File: config.mk
export PLATFORM = sky130hd
export DESIGN_NAME = brace_nested_frame_receiver_unit_flat
export DESIGN_NICKNAME = d
export VERILOG_FILES = /design/src/hw/rtl/bnfr_pkg.sv /design/src/hw/rtl/bnfr_if.sv /design/src/hw/rtl/brace_nested_frame_receiver_unit.sv /design/src/hw/rtl/bnfr_skid.sv /design/src/flat_wrapper.sv
export VERILOG_INCLUDE_DIRS = /design/src /design/src/hw/rtl
export SDC_FILE = /design/constraint.sdc
export NUM_CORES = 1
export LEC_CHECK = 0
export BUFFER_PORTS_ARGS = -buffer_cell sky130_fd_sc_hd__buf_2
export CORE_UTILIZATION = 55
export DETAILED_ROUTE_END_ITERATION = 7
export HOLD_SLACK_MARGIN = 0.15
export PLACE_DENSITY_LB_ADDON = 0.3
export SLEW_MARGIN = 20
export SYNTH_ARGS = -nofsm -noshare
export SYNTH_HDL_FRONTEND = slang
export SYNTH_HIERARCHICAL = 1
export SYNTH_SLANG_ARGS = --single-unit
File: constraint.sdc
create_clock -name clk -period 6.72 [get_ports clk]
set_input_delay 0.336 -clock clk [delete_from_list [all_inputs] [get_ports clk]]
set_output_delay 0.336 -clock clk [all_outputs]
set_load 0.03 [all_outputs]
File: src/hw/rtl/brace_nested_frame_receiver_unit_defines.svh
// Assertion macros for the brace nested frame receiver.
// Used by the top level only; expects a clock named clk and a reset named rst in scope.
`ifndef BRACE_NESTED_FRAME_RECEIVER_UNIT_DEFINES_SVH
`define BRACE_NESTED_FRAME_RECEIVER_UNIT_DEFINES_SVH

// Same-cycle implication.
`define BNFR_ASSERT_IMPL(label, ante, cons, msg) \
  label: assert property (@(posedge clk) disable iff (rst) (ante) |-> (cons)) \
    else $error(msg);

// Next-cycle implication.
`define BNFR_ASSERT_NEXT(label, ante, cons, msg) \
  label: assert property (@(posedge clk) disable iff (rst) (ante) |=> (cons)) \
    else $error(msg);

`endif

File: src/hw/rtl/bnfr_pkg.sv
// Shared types and constants for the brace nested frame receiver.
// No dependencies; imported by the interfaces, the output buffer and the top level.
`timescale 1ns / 1ps
`default_nettype none

package bnfr_pkg;

  localparam int BYTE_W     = 8;
  localparam int EVENT_W    = 3;
  localparam int SLOT_OUT_W = 3;
  localparam int POS_OUT_W  = 8;
  localparam int CNT_OUT_W  = 4;
  localparam int DEPTH_W    = 9;
  localparam int TICK_W     = 8;
  localparam int CFG_IDX_W  = 2;

  localparam logic [BYTE_W-1:0] CTRL_LIMIT = 8'd32;
  localparam logic [BYTE_W-1:0] DQUOTE     = 8'h22;
  localparam logic [BYTE_W-1:0] SQUOTE     = 8'h27;
  localparam logic [DEPTH_W-1:0] DEPTH_START = 9'h001;

  localparam logic [BYTE_W-1:0] OPEN_CHAR_RST     = 8'd123;
  localparam logic [BYTE_W-1:0] CLOSE_CHAR_RST    = 8'd125;
  localparam logic [TICK_W-1:0] TIMEOUT_LIMIT_RST = 8'd20;

  localparam logic [CFG_IDX_W-1:0] REG_OPEN_CHAR     = 2'd0;
  localparam logic [CFG_IDX_W-1:0] REG_CLOSE_CHAR    = 2'd1;
  localparam logic [CFG_IDX_W-1:0] REG_TIMEOUT_LIMIT = 2'd2;

  localparam logic OP_BYTE = 1'b0;
  localparam logic OP_TICK = 1'b1;

  typedef enum logic [EVENT_W-1:0] {
    EV_NONE     = 3'd0,
    EV_STORED   = 3'd1,
    EV_COMPLETE = 3'd2,
    EV_OVERFLOW = 3'd3,
    EV_TIMEOUT  = 3'd4
  } event_t;

  typedef struct packed {
    logic [BYTE_W-1:0] open_char;
    logic [BYTE_W-1:0] close_char;
    logic [TICK_W-1:0] timeout_limit;
  } cfg_t;

  typedef struct packed {
    event_t                event_res;
    logic [SLOT_OUT_W-1:0] slot;
    logic [POS_OUT_W-1:0]  position;
    logic [BYTE_W-1:0]     stored_byte;
    logic [CNT_OUT_W-1:0]  message_count;
    logic                  receiving;
  } result_t;

endpackage

`default_nettype wire

File: src/hw/rtl/bnfr_if.sv
// Valid/ready channel interfaces: input items, results and configuration writes.
// Depends on bnfr_pkg for field widths.
`timescale 1ns / 1ps
`default_nettype none

interface bnfr_in_if;
  import bnfr_pkg::*;
  logic              valid;
  logic              ready;
  logic              op;
  logic [BYTE_W-1:0] rx_byte;
  modport source (output valid, output op, output rx_byte, input ready);
  modport sink   (input valid, input op, input rx_byte, output ready);
endinterface

interface bnfr_out_if;
  import bnfr_pkg::*;
  logic                  valid;
  logic                  ready;
  logic [EVENT_W-1:0]    event_res;
  logic [SLOT_OUT_W-1:0] slot;
  logic [POS_OUT_W-1:0]  position;
  logic [BYTE_W-1:0]     stored_byte;
  logic [CNT_OUT_W-1:0]  message_count;
  logic                  receiving;
  modport source (output valid, output event_res, output slot, output position,
                  output stored_byte, output message_count, output receiving,
                  input ready);
  modport sink   (input valid, input event_res, input slot, input position,
                  input stored_byte, input message_count, input receiving,
                  output ready);
endinterface

interface bnfr_cfg_if;
  import bnfr_pkg::*;
  logic                 valid;
  logic                 ready;
  logic [CFG_IDX_W-1:0] index;
  logic [BYTE_W-1:0]    data;
  modport source (output valid, output index, output data, input ready);
  modport sink   (input valid, input index, input data, output ready);
endinterface

`default_nettype wire

File: src/hw/rtl/brace_nested_frame_receiver_unit.sv
// Top level of the brace nested frame receiver: framing state, config registers.
// Depends on bnfr_pkg, bnfr_if.sv, bnfr_skid and the assertion macro header.
`timescale 1ns / 1ps
`default_nettype none

`include "brace_nested_frame_receiver_unit_defines.svh"

// Brace nested frame receiver. Each input transaction (a UART byte or a timer
// tick) produces exactly one result transaction, registered in the output
// buffer on acceptance and held there until result.ready takes it.
// Throughput is one item per clock while item.ready is high: the whole
// framing update is a single pass of combinational logic from the framing
// registers to the result register. A two-entry output buffer (result
// register plus skid register) absorbs stalls of result.ready; ready drops
// only once both entries hold undelivered results. The configuration port is
// always ready; writes take effect on the next item. Index 0 open byte, 1
// close byte, 2 timeout limit; index 3 is ignored. A timeout fires on the
// (timeout_limit + 1)th tick in a frame with no byte between. Slot, position
// and message count on the result are the low bits of the internal values.
module brace_nested_frame_receiver_unit #(
  parameter int BUF_LEN = 256,
  parameter int SLOTS   = 8
) (
  input  logic       clk,
  input  logic       rst,
  bnfr_in_if.sink    item,
  bnfr_out_if.source result,
  bnfr_cfg_if.sink   cfg
);
  import bnfr_pkg::*;

  localparam int SLOT_W = (SLOTS > 1) ? $clog2(SLOTS) : 1;
  localparam int WP_W   = $clog2(BUF_LEN + 1);
  localparam int CNT_W  = $clog2(SLOTS + 1);

  // configuration registers
  cfg_t cfg_regs;

  // framing state
  logic               in_frame;
  logic [WP_W-1:0]    write_position;
  logic [DEPTH_W-1:0] nesting_depth;
  logic               inside_quotes;
  logic [SLOT_W-1:0]  current_slot;
  logic [CNT_W-1:0]   completed_count;
  logic [TICK_W-1:0]  idle_ticks;

  logic               in_frame_next;
  logic [WP_W-1:0]    write_position_next;
  logic [DEPTH_W-1:0] nesting_depth_next;
  logic               inside_quotes_next;
  logic [SLOT_W-1:0]  current_slot_next;
  logic [CNT_W-1:0]   completed_count_next;
  logic [TICK_W-1:0]  idle_ticks_next;

  logic               item_fire;
  logic               skid_ready;
  result_t            step_res;
  result_t            buf_res;

  // scratch for the byte path
  logic               quote_toggle;
  logic               keep_byte;
  logic [DEPTH_W-1:0] depth_opened;
  logic [DEPTH_W-1:0] depth_closed;

  assign item.ready = skid_ready;
  assign item_fire  = item.valid && skid_ready;
  assign cfg.ready  = 1'b1;

  always_ff @(posedge clk) begin
    if (rst) begin
      cfg_regs.open_char     <= OPEN_CHAR_RST;
      cfg_regs.close_char    <= CLOSE_CHAR_RST;
      cfg_regs.timeout_limit <= TIMEOUT_LIMIT_RST;
    end else if (cfg.valid) begin
      case (cfg.index)
        REG_OPEN_CHAR:     cfg_regs.open_char     <= cfg.data;
        REG_CLOSE_CHAR:    cfg_regs.close_char    <= cfg.data;
        REG_TIMEOUT_LIMIT: cfg_regs.timeout_limit <= cfg.data;
        default: ;
      endcase
    end
  end

  // Single-pass framing update.
  always_comb begin
    in_frame_next        = in_frame;
    write_position_next  = write_position;
    nesting_depth_next   = nesting_depth;
    inside_quotes_next   = inside_quotes;
    current_slot_next    = current_slot;
    completed_count_next = completed_count;
    idle_ticks_next      = idle_ticks;

    quote_toggle = (item.rx_byte == DQUOTE) || (item.rx_byte == SQUOTE);
    keep_byte    = (inside_quotes ^ quote_toggle) || (item.rx_byte > CTRL_LIMIT);
    depth_opened = (item.rx_byte == cfg_regs.open_char) ?
                   nesting_depth + DEPTH_W'(1) : nesting_depth;
    depth_closed = depth_opened - DEPTH_W'(1);

    step_res.event_res   = EV_NONE;
    step_res.slot        = SLOT_OUT_W'(current_slot);
    step_res.position    = '0;
    step_res.stored_byte = '0;

    if (item.op == OP_TICK) begin
      if (in_frame) begin
        if (idle_ticks >= cfg_regs.timeout_limit) begin
          // receive timeout: drop the frame
          in_frame_next        = 1'b0;
          write_position_next  = '0;
          nesting_depth_next   = '0;
          idle_ticks_next      = '0;
          completed_count_next = '0;
          step_res.event_res   = EV_TIMEOUT;
        end else begin
          idle_ticks_next = idle_ticks + TICK_W'(1);
        end
      end
    end else begin
      idle_ticks_next = '0;
      if (!in_frame) begin
        // idle: only the open byte matters, stored without quote handling
        if (item.rx_byte == cfg_regs.open_char) begin
          nesting_depth_next   = DEPTH_START;
          in_frame_next        = 1'b1;
          write_position_next  = WP_W'(1);
          step_res.event_res   = EV_STORED;
          step_res.stored_byte = item.rx_byte;
        end
      end else begin
        inside_quotes_next = inside_quotes ^ quote_toggle;
        if (keep_byte) begin
          if (write_position >= WP_W'(BUF_LEN)) begin
            // buffer full: abort before writing past the end
            in_frame_next        = 1'b0;
            write_position_next  = '0;
            nesting_depth_next   = '0;
            idle_ticks_next      = '0;
            completed_count_next = '0;
            step_res.event_res   = EV_OVERFLOW;
          end else begin
            step_res.position    = POS_OUT_W'(write_position);
            step_res.stored_byte = item.rx_byte;
            write_position_next  = write_position + WP_W'(1);
            if ((item.rx_byte == cfg_regs.close_char) && (depth_closed == '0)) begin
              // frame complete; ring advances only while slots remain
              nesting_depth_next = depth_closed;
              if (completed_count < CNT_W'(SLOTS)) begin
                current_slot_next    = (current_slot == SLOT_W'(SLOTS - 1)) ?
                                       '0 : current_slot + SLOT_W'(1);
                completed_count_next = completed_count + CNT_W'(1);
              end
              write_position_next = '0;
              in_frame_next       = 1'b0;
              step_res.event_res  = EV_COMPLETE;
            end else if (item.rx_byte == cfg_regs.close_char) begin
              nesting_depth_next = depth_closed;
              step_res.event_res = EV_STORED;
            end else begin
              nesting_depth_next = depth_opened;
              step_res.event_res = EV_STORED;
            end
          end
        end
      end
    end

    step_res.message_count = CNT_OUT_W'(completed_count_next);
    step_res.receiving     = in_frame_next;
  end

  always_ff @(posedge clk) begin
    if (rst) begin
      in_frame        <= 1'b0;
      write_position  <= '0;
      nesting_depth   <= '0;
      inside_quotes   <= 1'b0;
      current_slot    <= '0;
      completed_count <= '0;
      idle_ticks      <= '0;
    end else if (item_fire) begin
      in_frame        <= in_frame_next;
      write_position  <= write_position_next;
      nesting_depth   <= nesting_depth_next;
      inside_quotes   <= inside_quotes_next;
      current_slot    <= current_slot_next;
      completed_count <= completed_count_next;
      idle_ticks      <= idle_ticks_next;
    end
  end

  bnfr_skid u_skid (
    .clk       (clk),
    .rst       (rst),
    .in_valid  (item.valid),
    .in_ready  (skid_ready),
    .in_data   (step_res),
    .out_valid (result.valid),
    .out_ready (result.ready),
    .out_data  (buf_res)
  );

  assign result.event_res     = buf_res.event_res;
  assign result.slot          = buf_res.slot;
  assign result.position      = buf_res.position;
  assign result.stored_byte   = buf_res.stored_byte;
  assign result.message_count = buf_res.message_count;
  assign result.receiving     = buf_res.receiving;

  // Idle framer holds no partial frame.
  `BNFR_ASSERT_IMPL(a_idle_clean, !in_frame,
    (write_position == '0) && (nesting_depth == '0), "idle with leftover frame state")
  // Message count never exceeds the ring size.
  `BNFR_ASSERT_IMPL(a_count_range, 1'b1, completed_count <= CNT_W'(SLOTS),
    "message count beyond slot count")
  // A timeout tick leaves the framer idle with an empty count.
  `BNFR_ASSERT_NEXT(a_timeout_abort,
    item_fire && (item.op == OP_TICK) && in_frame &&
    (idle_ticks >= cfg_regs.timeout_limit),
    !in_frame && (completed_count == '0), "timeout did not abort the frame")

endmodule

`default_nettype wire

File: src/hw/rtl/bnfr_skid.sv
// Two-entry result buffer: output register plus skid register.
// Depends on bnfr_pkg for result_t.
`timescale 1ns / 1ps
`default_nettype none

module bnfr_skid (
  input  logic              clk,
  input  logic              rst,
  input  logic              in_valid,
  output logic              in_ready,
  input  bnfr_pkg::result_t in_data,
  output logic              out_valid,
  input  logic              out_ready,
  output bnfr_pkg::result_t out_data
);
  import bnfr_pkg::*;

  logic    main_valid;
  logic    skid_valid;
  result_t main_data;
  result_t skid_data;
  logic    in_fire;
  logic    main_free;

  assign in_ready  = !skid_valid;
  assign in_fire   = in_valid && in_ready;
  assign main_free = out_ready || !main_valid;
  assign out_valid = main_valid;
  assign out_data  = main_data;

  always_ff @(posedge clk) begin
    if (rst) begin
      main_valid <= 1'b0;
      skid_valid <= 1'b0;
    end else if (main_free) begin
      main_valid <= in_fire || skid_valid;
      skid_valid <= 1'b0;
    end else if (in_fire) begin
      skid_valid <= 1'b1;
    end
  end

  // payload, no reset
  always_ff @(posedge clk) begin
    if (main_free) begin
      if (skid_valid) begin
        main_data <= skid_data;
      end else if (in_fire) begin
        main_data <= in_data;
      end
    end else if (in_fire) begin
      skid_data <= in_data;
    end
  end

endmodule

`default_nettype wire
File: src/flat_wrapper.sv
// flat-port wrapper written by rule: the top's interface ports become plain ports
module brace_nested_frame_receiver_unit_flat import bnfr_pkg::*;
#(
  parameter int BUF_LEN = 256,
  parameter int SLOTS   = 8
)
  (clk, rst, item_valid, item_op, item_rx_byte, item_ready, result_valid, result_event_res, result_slot, result_position, result_stored_byte, result_message_count, result_receiving, result_ready, cfg_valid, cfg_index, cfg_data, cfg_ready);
  bnfr_in_if item_i ();
  bnfr_out_if result_i ();
  bnfr_cfg_if cfg_i ();
  input  logic clk;
  input  logic rst;
  input wire logic [$bits(item_i.valid)-1:0] item_valid;
  input wire logic [$bits(item_i.op)-1:0] item_op;
  input wire logic [$bits(item_i.rx_byte)-1:0] item_rx_byte;
  output wire logic [$bits(item_i.ready)-1:0] item_ready;
  output wire logic [$bits(result_i.valid)-1:0] result_valid;
  output wire logic [$bits(result_i.event_res)-1:0] result_event_res;
  output wire logic [$bits(result_i.slot)-1:0] result_slot;
  output wire logic [$bits(result_i.position)-1:0] result_position;
  output wire logic [$bits(result_i.stored_byte)-1:0] result_stored_byte;
  output wire logic [$bits(result_i.message_count)-1:0] result_message_count;
  output wire logic [$bits(result_i.receiving)-1:0] result_receiving;
  input wire logic [$bits(result_i.ready)-1:0] result_ready;
  input wire logic [$bits(cfg_i.valid)-1:0] cfg_valid;
  input wire logic [$bits(cfg_i.index)-1:0] cfg_index;
  input wire logic [$bits(cfg_i.data)-1:0] cfg_data;
  output wire logic [$bits(cfg_i.ready)-1:0] cfg_ready;
  assign item_i.valid = item_valid;
  assign item_i.op = item_op;
  assign item_i.rx_byte = item_rx_byte;
  assign item_ready = item_i.ready;
  assign result_valid = result_i.valid;
  assign result_event_res = result_i.event_res;
  assign result_slot = result_i.slot;
  assign result_position = result_i.position;
  assign result_stored_byte = result_i.stored_byte;
  assign result_message_count = result_i.message_count;
  assign result_receiving = result_i.receiving;
  assign result_i.ready = result_ready;
  assign cfg_i.valid = cfg_valid;
  assign cfg_i.index = cfg_index;
  assign cfg_i.data = cfg_data;
  assign cfg_ready = cfg_i.ready;
  brace_nested_frame_receiver_unit #(.BUF_LEN(BUF_LEN), .SLOTS(SLOTS)) u_core (.clk(clk), .rst(rst), .item(item_i), .result(result_i), .cfg(cfg_i));
endmodule
# Word-level counts from Yosys, hierarchy flattened
# Cells that the tools add are included.
# totals
register_bits	115
out_inout_bits	30
wordCells	121
# op_classes
add_sub_neg	6
order_cmp	4
n_eq_ne	10
mux	51
bitwise	4
n_reduce_logical	22
# ops
op	count
9-bit two-way mux	15
27-bit two-way mux	2
16-bit two-way mux	3
8-bit two-way mux	6
4-bit two-way mux	8
3-bit two-way mux	7
9-bit by 1-bit adder with 9-bit output, second input constant	2
8-bit by 6-bit equality test with 1-bit output, second input constant	2
8-bit equality test	2
2-bit AND reduction	6
9-bit >= comparator, second input constant	1
9-bit zero test	1
1-bit two-way mux	9
9-bit by 1-bit subtractor with 9-bit output, second input constant	1
8-bit by 1-bit adder with 8-bit output, second input constant	1
8-bit >= comparator	1
8-bit by 6-bit greater-than comparator with 1-bit output, second input constant	1
7-bit AND reduction	1
5-bit AND reduction	1
4-bit by 1-bit adder with 4-bit output, second input constant	1
1-bit logical OR	4
4-bit less-than comparator, second input constant	1
2-bit by 1-bit inequality test with 1-bit output, second input constant	2
2-bit nonzero test	2
other kinds (13)	17

# Logic depth before layout (Yosys ltp)
# depth
ltp_word	12
depth_mapped	16
depth_no_buf	15

# Cells and area by module
# The synthesis kept the hierarchy.
# modules_own_cells
module	n_inst	cells_each	area_each_um2	seq_area_each_um2
brace_nested_frame_receiver_unit	1	503	4082.7	1181.1
bnfr_skid	1	93	2042.0	1661.6

# Worst setup path before layout
# OpenSTA, ideal clock, no wires.
# synth_path
path_type	input-to-reg
start	input port item_rx_byte[3]
end	register u_core.u_skid.main_data (netlist bit u_core/u_skid/out_data[3]), data pin
setup_time_ps	260
t_arrival_ps	3577
required_time_ps	6460
setup_slack_ps	2883
stages	16
n_path_buf	1
cell_sequence	xnor2_1 > nand4_2 > nor3_2 > mux2i_1 > ha_1 > nand2_1 > and2_1 > xnor2_1 > a211o_1 > a31o_1 > a2111oi_4 > buf_6 > nand4_1 > a21boi_0 > mux2i_1 > mux2_2
# synth_via
elab_chain_cells	12
# synth_lines
item	line_no	rtl
start, declared	flat_wrapper.sv:15	input wire logic [$bits(item_i.rx_byte)-1:0] item_rx_byte;
8-bit equality test	brace_nested_frame_receiver_unit.sv:98	depth_opened = (item.rx_byte == cfg_regs.open_char) ?
9-bit two-way mux	brace_nested_frame_receiver_unit.sv:98	
9-bit by 1-bit subtractor with 9-bit output	brace_nested_frame_receiver_unit.sv:100	depth_closed = depth_opened - DEPTH_W'(1);
9-bit zero test	brace_nested_frame_receiver_unit.sv:147	if ((item.rx_byte == cfg_regs.close_char) && (depth_closed == '0)) begin
1-bit logical AND	brace_nested_frame_receiver_unit.sv:147	
4-bit two-way mux	brace_nested_frame_receiver_unit.sv:147	
4-bit two-way mux	brace_nested_frame_receiver_unit.sv:135	if (write_position >= WP_W'(BUF_LEN)) begin
4-bit two-way mux (*)	brace_nested_frame_receiver_unit.sv:134	if (keep_byte) begin
4-bit two-way mux (*)	brace_nested_frame_receiver_unit.sv:123	if (!in_frame) begin
4-bit two-way mux (*)	brace_nested_frame_receiver_unit.sv:107	if (item.op == OP_TICK) begin
net u_core.completed_count_next[2]	brace_nested_frame_receiver_unit.sv:53	logic [CNT_W-1:0] completed_count_next;
27-bit two-way mux (*)	bnfr_skid.sv:48	end else if (in_fire) begin
27-bit two-way mux (*)	bnfr_skid.sv:46	if (skid_valid) begin
end signal, assigned	bnfr_skid.sv:47	main_data <= skid_data;
end signal, assigned	bnfr_skid.sv:49	main_data <= in_data;
end, declared	bnfr_skid.sv:20	result_t main_data;
# The timed path passes the listed nets; every way through them passes the cells marked *. The select of a mux whose other input is x is not followed.
# A chain may end at the register's enable or synchronous reset.

# Worst setup path in the final report
# layout_path
start	register u_core/cfg_regs[21] in the netlist's numbering
end	register u_core.u_skid.main_data (netlist bit u_core/u_skid/out_data[2]), data pin
# layout_via
elab_chain_cells	12
# layout_lines
item	line_no	rtl
start, declared	brace_nested_frame_receiver_unit.sv:37	cfg_t cfg_regs;
8-bit equality test	brace_nested_frame_receiver_unit.sv:98	
9-bit two-way mux	brace_nested_frame_receiver_unit.sv:98	
9-bit by 1-bit subtractor with 9-bit output	brace_nested_frame_receiver_unit.sv:100	
9-bit zero test	brace_nested_frame_receiver_unit.sv:147	
1-bit logical AND	brace_nested_frame_receiver_unit.sv:147	
4-bit two-way mux	brace_nested_frame_receiver_unit.sv:147	
4-bit two-way mux	brace_nested_frame_receiver_unit.sv:135	
4-bit two-way mux	brace_nested_frame_receiver_unit.sv:134	
4-bit two-way mux	brace_nested_frame_receiver_unit.sv:123	
4-bit two-way mux	brace_nested_frame_receiver_unit.sv:107	
net u_core.completed_count_next[1]	brace_nested_frame_receiver_unit.sv:53	
27-bit two-way mux	bnfr_skid.sv:48	
27-bit two-way mux	bnfr_skid.sv:46	
# The timed path passes the listed nets, and every way through them passes these cells. The select of a mux whose other input is x is not followed.

==> impl_metrics.yaml <==
logic_synthesis:
  syn_inst: 596
  synthArstFlopShare_pct: 0
  yosys_warnings: 6
  avgSynthCellArea_um2: 10.28
  ys.flop_type: "dfxtp_1"
  yosysTopAreaCell: "edfxtp_1"
  synth_common_cells: "dfxtp_1, nand2_1, edfxtp_1"
  synth_seq_cells: 115
  synth_top_area_share_pct: 26.48
  synth-edff-count: 54
  ys_seq_area_share_pct: 46.41
  syn_area_mm2: 0.006125
  ys_top_cells_by_area: "edfxtp_1, dfxtp_1, mux2_2"
  syn-num-nets: 637
  synth_cell_types: 87
clocking:
  htree_levels: 4
  cts_resized: 0
  cts.path.max_buffers: 2
  clk_latency_ns: 0.52
  root_buffer: "clkbuf_8"
  numCtsBuffers: 17
  cts_tree: "yes"
  postCtsSetupBuffers: 0
  cts_sinks: 115
  clk_pin_slew_ns: 0.05
worst_hold_path:
  hold_path.class: "in2reg"
  holdPathStages: 3
  holdCritStartpoint: "item_valid"
  hold_end: "u_core/u_skid/skid_valid$_SDFFE_PP0P_"
sta:
  finClkSkew_ns: 0.01010
  worst_pin_slew_ns: 1.094
  fin_crit_sh_pct: 72.44
  fin_tns_setup_ns: 0
  hold_viol_final: 0
  slew_headroom_pct: 26.74
  setup_viol: 0
  rsz0062_at_grt: "false"
  min_period_ns: 4.868
  clock.fmax_mhz: 205.4
  slew_violations: 0
place:
  gp_congestion: 0.8869
  dp_hpwl_um: 9793
  io_buffers: 52
critical_path:
  crit_path_frequent_cell: "xnor2_1"
  crit_start: "u_core/cfg_regs[21]$_SDFFE_PP1P_"
  worstSetupEndpointType: "flop"
  cp-start-kind: "flop"
  cp_data_arrival_time_ns: 5.13
  crit_type: "reg2reg"
  r2r_slack_ns: 1.85
  crit_slowest_cell: "a2111oi_4"
  r2r_start: "u_core/cfg_regs[21]$_SDFFE_PP1P_"
  crit_chain: "xnor2_1, nand4_2, nor3_2, mux2i_1, ha_1, nand2_1, and2_1, xnor2_1, a211o_1, a31o_1, a2111oi_4, a21boi_0, a41oi_1, o31ai_1, mux2_2"
  max_stage_delay_ns: 0.70
  reg2reg_to: "u_core/u_skid/out_data[2]$_DFFE_PP_"
  crit_fanout: 12
  cp.required_ns: 6.98
  worst_r2r_path_depth: 15
grt:
  overflow: 0
  grt_pass1_wl_um: 22360
  grt_start_max_net_pins: 40
  track_usage_pct: 25.37
  grt_pass1_vias: 4469
  antenna_found_initial: 0
route:
  num_vias: 4776
  drc: 0
  dr.pass1.iters: 6
  ant_nets: 0
  routed_wl_um: 13910
  drtIter0Drc: 288
  wl_per_cell_um: 17.21
  vias_per_cell: 5.911
power:
  clkPwrFrac_pct: 51.2
  combPwrFrac_pct: 7.4
  ir_drop_v: 0.0001542
  p_leak_nw: 2.803
  power.switching_mw: 0.4026
  p_int_mw: 1.443
  power_density_mw_per_mm2: 257.1
  swShare_pct: 21.82
  pwr-share-seq_pct: 41.4
finish:
  n_fill_cell: 855
  areaGrowthSynthToFinish_pct: 17.16
  nets: 696
  multi_input_area_mm2: 0.003072
  final_util_pct: 66.19
  drive_gt1_share_pct: 20.66
  final-seq-area_mm2: 0.002843
  antenna_cells: 0
die:
  core_mm2: 0.01084
  start_util_pct: 56.50
  dieHeight_um: 107.5
  die_x_um: 107.5
  placementRows: 38
  pin_count: 54
  dieArea_mm2: 0.01156
run_status:
  run_status: "complete, no violations"
flow_run:
  drv_cap: 0
sequential cells by signal, indices dropped and copies added (netlist names):
register                  flops
u_core/write_position         9
u_core/current_slot           3
u_core/u_skid/skid_valid      1
u_core/u_skid/out_valid       1
u_core/idle_ticks             8
u_core/completed_count        4
u_core/inside_quotes          1
u_core/u_skid/skid_data      27
u_core/u_skid/out_data       27
u_core/nesting_depth          9
u_core/cfg_regs              24
u_core/in_frame               1
metal layers:
metal | GRT usage [%] | wire, µm
met3 | 6.719 | 940
met1 | 33.32 | 6271
met2 | 40.93 | 6513
met4 | 7.534 | 184
met5 | 0 | 0
critical path: cells and delay by family, from the launching register on:
kind | cells | cell delay [ns]
xor gates and xnor gates | 2 | 0.33
and+or+nand+nor | 4 | 1.16
adders and majority gates | 1 | 0.31
muxes | 2 | 0.61
AOI/OAI and AO/OA | 6 | 1.87
DFF | 1 | 0.34
cell families after synthesis:
family                   Yosys count  share of synthesized area [%]
AO/OA/AOI/OAI                     96                          11.26
XOR/XNOR                          40                          6.272
adder cells (fa/ha/maj)           17                          3.473
buffers and inverters             46                          3.514
flip-flops                       115                          46.41
multiplexers                      48                          8.457
other                              1                        0.06123
AND/OR/NAND/NOR                  233                          20.55
cell type report:
class | instances | share of cell area [%]
Multi-Input combinational cell | 435 | 42.81
Sequential cell | 115 | 39.62
Clock buffer | 20 | 6.068
Timing Repair Buffer | 65 | 5.371
Clock inverter | 12 | 2.598
Tap cell | 140 | 2.441
Inverter | 21 | 1.099
power by group through the flow:
stage | combinational, mW | sequential [mW] | clock (mW)
3_3_place_gp | 0.127 | 0.778 | 0
6_report | 0.137 | 0.764 | 0.944
2_1_floorplan | 0.0703 | 0.798 | 0
4_1_cts | 0.136 | 0.764 | 0.959
3_5_place_dp | 0.132 | 0.779 | 0
5_1_grt | 0.149 | 0.766 | 0.986
layout by cell type (no fill, tap or decap), types with 4 or more instances in the layout:
cell	netlist	layout
buf_4	1	4
nand4_1	12	12
bufinv_16	0	5
edfxtp_1	54	54
nor3_1	15	15
dfxtp_1	61	61
ha_1	17	17
inv_1	20	20
nand3_1	28	28
and3_1	7	7
and2_1	17	17
o21ai_0	18	18
or3_1	5	5
mux2_2	26	26
nand2_1	61	61
xor2_1	10	10
a21o_1	4	4
dlygate4sd3_1	0	8
a31oi_1	5	5
nand2b_1	6	6
xnor2_1	27	27
a21oi_1	25	25
mux2i_1	21	21
clkbuf_16	0	16
buf_2	1	52
nor2_1	46	46
worst max-delay path by stage:
stage                                          endpoint  slack [ns]  cells past startpoint
floorplan           u_core/u_skid/out_data[3]$_DFFE_PP_        2.88                     16
global placement    u_core/u_skid/out_data[2]$_DFFE_PP_        1.92                     16
detailed placement  u_core/u_skid/out_data[2]$_DFFE_PP_        1.75                     16
CTS                 u_core/u_skid/out_data[2]$_DFFE_PP_        1.89                     15
global route        u_core/u_skid/out_data[2]$_DFFE_PP_        1.53                     15
finish              u_core/u_skid/out_data[2]$_DFFE_PP_        1.85                     15
through the flow:
step / cells / hold slack, ns / setup slack (ns) / power, mW / instance area (µm²)
2_1_floorplan: 596 / 0.4051 / 2.883 / 0.8681 / 6125
4_1_cts: 808 / 0.1580 / 1.887 / 1.859 / 7176
3_5_place_dp: 768 / 0.4625 / 1.753 / 0.9105 / 6474
5_1_grt: 808 / 0.1817 / 1.528 / 1.902 / 7176
3_3_place_gp: 767 / 0.4545 / 1.923 / 0.9055 / 6459
6_report: 808 / 0.1797 / 1.852 / 1.845 / 7176
what timing repair did:
action                                 4_1_cts  5_1_grt
endpoints found under the hold margin       23        0
hold buffers                                 8        0
setup endpoints to repair                    0        0
Note: power is estimated with default switching activity, not from simulation.
